<file path="src/design/eomr_pkg.sv">
// shared types and constants for the edit offset remap table
`timescale 1ns / 1ps

package eomr_pkg;

   // default number of edit points held in the table
   localparam int DEFAULT_MAX_ENTRIES = 64;

   // request function codes
   localparam logic [1:0] FUNC_INSERT  = 2'd0;
   localparam logic [1:0] FUNC_FORWARD = 2'd1;
   localparam logic [1:0] FUNC_INVERSE = 2'd2;

   // one request item
   typedef struct packed {
      logic [1:0]         func;
      logic [30:0]        position;
      logic signed [31:0] shift_amount;
   } req_type;

   // one response item
   typedef struct packed {
      logic signed [31:0] mapped_position;
      logic               table_full;
   } rsp_type;

   // insert command broadcast to every cell
   typedef struct packed {
      logic        en;
      logic [30:0] position;
      logic [31:0] shift;
   } ins_cmd_type;

   // entry handed from one cell to its right neighbor during an insert
   typedef struct packed {
      logic        keep;
      logic [30:0] loc;
      logic [31:0] shift;
   } link_type;

   // query token walking down the chain
   typedef struct packed {
      logic        valid;
      logic        active;
      logic        inv;
      logic [30:0] pos;
      logic [31:0] sum;
   } token_type;

endpackage

</file>
<file path="src/design/eomr_cell.sv">
// one cell of the edit point chain: holds one entry and one token stage
`timescale 1ns / 1ps

module eomr_cell (
   input  logic                 clock,
   input  logic                 reset,
   input  logic                 used,
   input  eomr_pkg::ins_cmd_type ins,
   input  eomr_pkg::link_type    prev_link,
   output eomr_pkg::link_type    link_out,
   input  eomr_pkg::token_type   tok_in,
   output eomr_pkg::token_type   tok_out
);

   logic [30:0]         loc_ff;
   logic [31:0]         shift_ff;
   logic                keep;
   eomr_pkg::token_type tok_ff;
   eomr_pkg::token_type tok_in_next;
   logic [31:0]         sum_next;
   logic                stop;
   logic                take;

   // entry stays put when it lies strictly below the new location
   assign keep = used && (loc_ff < ins.position);

   assign link_out.keep  = keep;
   assign link_out.loc   = loc_ff;
   assign link_out.shift = shift_ff;

   // insert: first non-kept cell takes the new entry, the rest shift right
   always_ff @(posedge clock) begin
      if (ins.en && !keep) begin
         if (prev_link.keep) begin
            loc_ff   <= ins.position;
            shift_ff <= ins.shift;
         end else begin
            loc_ff   <= prev_link.loc;
            shift_ff <= prev_link.shift;
         end
      end
   end

   // walk step: add this entry's shift unless the walk stops here
   assign sum_next = tok_in.sum + shift_ff;
   assign stop     = !used || (loc_ff > tok_in.pos) ||
                     (tok_in.inv && (sum_next > {1'b0, tok_in.pos}));
   assign take     = tok_in.active && !stop;

   always_comb begin
      tok_in_next        = tok_in;
      tok_in_next.active = take;
      tok_in_next.sum    = take ? sum_next : tok_in.sum;
   end

   // token stage register
   always_ff @(posedge clock) begin
      if (reset) begin
         tok_ff.valid <= 1'b0;
      end else begin
         tok_ff.valid <= tok_in_next.valid;
      end
      tok_ff.active <= tok_in_next.active;
      tok_ff.inv    <= tok_in_next.inv;
      tok_ff.pos    <= tok_in_next.pos;
      tok_ff.sum    <= tok_in_next.sum;
   end

   assign tok_out = tok_ff;

endmodule

</file>
<file path="config.mk">
export PLATFORM = sky130hd
export DESIGN_NAME = eomr_cell
export DESIGN_NICKNAME = d
export VERILOG_FILES = /design/src/design/eomr_pkg.sv /design/src/design/eomr_cell.sv
export SDC_FILE = /design/constraint.sdc
export NUM_CORES = 1
export LEC_CHECK = 0
export ABC_AREA = 0
export BUFFER_PORTS_ARGS = -buffer_cell sky130_fd_sc_hd__buf_2
export CAP_MARGIN = 20
export CORE_ASPECT_RATIO = 0.6
export CORE_MARGIN = 1.5
export CORE_UTILIZATION = 50
export DETAILED_ROUTE_END_ITERATION = 10
export PLACE_DENSITY = 0.82
export SLEW_MARGIN = 10
export SYNTH_ARGS = -nofsm -noshare
export SYNTH_HDL_FRONTEND = slang
export SYNTH_SLANG_ARGS = --single-unit
</file>
<file path="constraint.sdc">
create_clock -name clock -period 5.9 [get_ports clock]
set_input_delay 1.18 -clock clock [delete_from_list [all_inputs] [get_ports clock]]
set_output_delay 1.18 -clock clock [all_outputs]
set_load 0.05 [all_outputs]
</file>
==> run metrics <==
first-pass GRT wire length=36.3 mm; # rows=36; total I/O pin count=~330; WS Path Type=input port to register; Hold Vio Cnt, Final=0; R2R depth=22; CTS H-Tree Depth=4; fin crit share=0.926; Port Buffers=326; CTS tree=yes; Max VDD drop=around 0.15 mV; setup bufs post-CTS=0; Clock Latency Late Sink=around 0.42 ns; Die X=170 um; # resized after CTS=0; Post-DRT Antenna Nets=0; Non-Filler Instances=between 1000 and 1500; hold buffer count at cts=0; antenna violations before repair=0; critical-path cell list=buf_2, ha_1, inv_1, fa_1, nor2b_1, o21a_1, o21ai_1, a211oi_1, nor2_1, o211ai_1, o22ai_1, xnor2_1, ha_1, nand4_1, nor2_1, nand2_1, o41a_1, o21ai_0, and3_1, nand3_1, a21o_2, buf_12, mux2_1; Die Height=103 um; DR WL/cell=18.5 um; Fmax=approximately 180 MHz; Yosys reg bits=roughly 130; max-cap violations=0; HPWL after DPL=slightly above 20 mm; maximum clock path buffer count=2; Hold Path Depth=2; cts bufs inserted=17; DRT Pass-1 Iters=5; fraction of layout cells with a size suffix above 1=0.415; Avg Cell Area, Syn=10.9 um2; Synth Net Count=~1100; slowest stage delay, CP=around 0.42 ns; final global-route overflow total=0; synth warn=0; status=finished clean; RePlAce Congestion=between 0.8 and 0.9; vias per cell=about 5.4; CTS Root Cell=clkbuf_16; crit path DAT=roughly 5.8 ns; startpoint type of the worst setup path=input port; Final WS setup=between 0.4 and 0.5 ns; Area growth, synth to finish=29.9%; max-slew violation count=0; post-synthesis sequential area ratio=0.386; Mapped Area=between 0.008 and 0.009 mm2; asr flop ratio synth=0; Worst path slowest cell=o41a_1; PwrDens=299 mW/mm2; Post-Place Setup Slack=just over 0.07 ns; DRC Markers=0; Die ar.=roughly 0.017 mm2; Pleak=0.00544 uW; Routed WL=~25 mm; largest net degree at the start of global routing=between 60 and 70; Final setup viols=0; Least-Margin Pin Slew=about 0.87 ns; vias in the first global route=around 7000; CP required=slightly above 6 ns; unrepaired setup endpoints after global routing=no; Worst slew margin=0.420; worst clock skew=between 0.015 and 0.02 ns; placed cell count=around 1300; total clock sinks=129; ys flop type=dfxtp_1; Worst-path clk slew=about 0.050 ns; Initial Util=0.512; gr usage total=0.278; nature of the critical path endpoint=register; Final Critical Period=between 5 and 6 ns; DRT iter0 DRCs=slightly above 400; Total Neg Setup Slack=0 ns; CORE AREA=0.0163 mm2; number of synthesized flops with an enable pin=63; crit-path max FO=32; worst hold slack=just under 0.7 ns; Netlist cell types=a little over 60; diode count=0; Net count, final=between 1000 and 1500; FF-to-FF setup slack=~0.9 ns; Cells after Synth=764; min-delay worst type=register to register; vias=a little over 7000
==> metrics by stage <==
step            util  power [uW]  instance area, um2
2_1_floorplan      -        1810                8330
3_3_place_gp   0.627        2080               10200
3_5_place_dp   0.627        2110               10200
4_1_cts        0.665        3250               10800
5_1_grt        0.665        3380               10800
6_report       0.665        3240               10800
==> state kept, by name (all words and copies together), names as in the netlist <==
name,flops
tok_out,66
shift_ff,32
loc_ff,31
==> cell usage in the layout, fill, tap and decap left out, types with 3 or more instances in the layout <==
master      instances
and3_1             11
a21oi_1            56
buf_2             326
and4_1              3
clkbuf_16          17
nand3_1            15
edfxtp_1           63
a31oi_1             6
a21o_1             26
mux2_2             63
nor2_1             22
ha_1              123
clkinvlp_4          3
nand4_1            17
mux2_4             28
o21ai_0            16
nand2b_1            7
nand2_1            35
o21a_1              6
dfxtp_1            66
inv_1              71
xor2_1             13
o211ai_1            8
nor2b_1            13
a211oi_1            8
o21ai_1             9
nor3_1              4
bufinv_16           4
xnor2_1            18
==> area by class of cell <==
class,instances,area (um2)
fill,1250,5440
multi-input combinational,547,4760
sequential,129,3210
timing repair buffer,329,1670
clock buffer,18,439
tap,228,285
inverter,72,270
clock inverter,14,186
==> per-layer routing <==
layer	track usage	up-vias	part of all wire
li1	-	3473	-
met1	0.380	3371	0.45
met2	0.460	357	0.46
met3	0.0526	22	0.081
met4	0.0667	0	0.011
met5	0	-	0
==> cells by family (layout without fill, tap and decap cells) <==
logic type | Yosys count | count (layout) | share of synthesized area
compound gates | 159 | 159 | 0.121
xor+xnor | 31 | 31 | 0.0326
fa+ha+maj | 124 | 124 | 0.187
buf+inv | 88 | 433 | 0.0440
flops | 129 | 129 | 0.386
mux | 94 | 94 | 0.140
simple gates | 139 | 139 | 0.0897
==> worst max-delay path: cells and delay by family <==
| family | cells | cell delay (ns) |
|---|---|---|
| buf+inv | 3 | 0.34 |
| simple gates | 7 | 0.94 |
| xor+xnor | 1 | 0.17 |
| mux | 1 | 0.34 |
| fa+ha+maj | 3 | 0.91 |
| compound gates | 8 | 1.80 |
==> synthesized netlist by cell type, types with 15 or more instances <==
cell	instances	area (um2)
ha_1	123	1540
nand2_1	35	131
a21oi_1	56	280
a21o_1	26	195
mux2_2	63	709
inv_1	71	267
mux2_4	28	420
dfxtp_1	66	1320
nor2_1	22	82.6
edfxtp_1	63	1890
nand4_1	17	106
o21ai_0	16	80.1
nand3_1	15	75.1
xnor2_1	18	158
==> power by group <==
group | total, uW | switching [uW] | internal, uW
Sequential | 1070 | 43.5 | 1020
Combinational | 1040 | 659 | 377
Clock | 1130 | 415 | 718
Total | 3240 | 1120 | 2120
==> final timing paths <==
| check | start | to |
|---|---|---|
| max | tok_in[0] | tok_out[2]$_DFF_P_ |
| min | shift_ff[0]$_DFFE_PP_ | tok_out[0]$_DFF_P_ |
| max reg2reg | shift_ff[0]$_DFFE_PP_ | tok_out[2]$_DFF_P_ |
| min reg2reg | shift_ff[0]$_DFFE_PP_ | tok_out[0]$_DFF_P_ |
(Power assumes the default switching activity.)
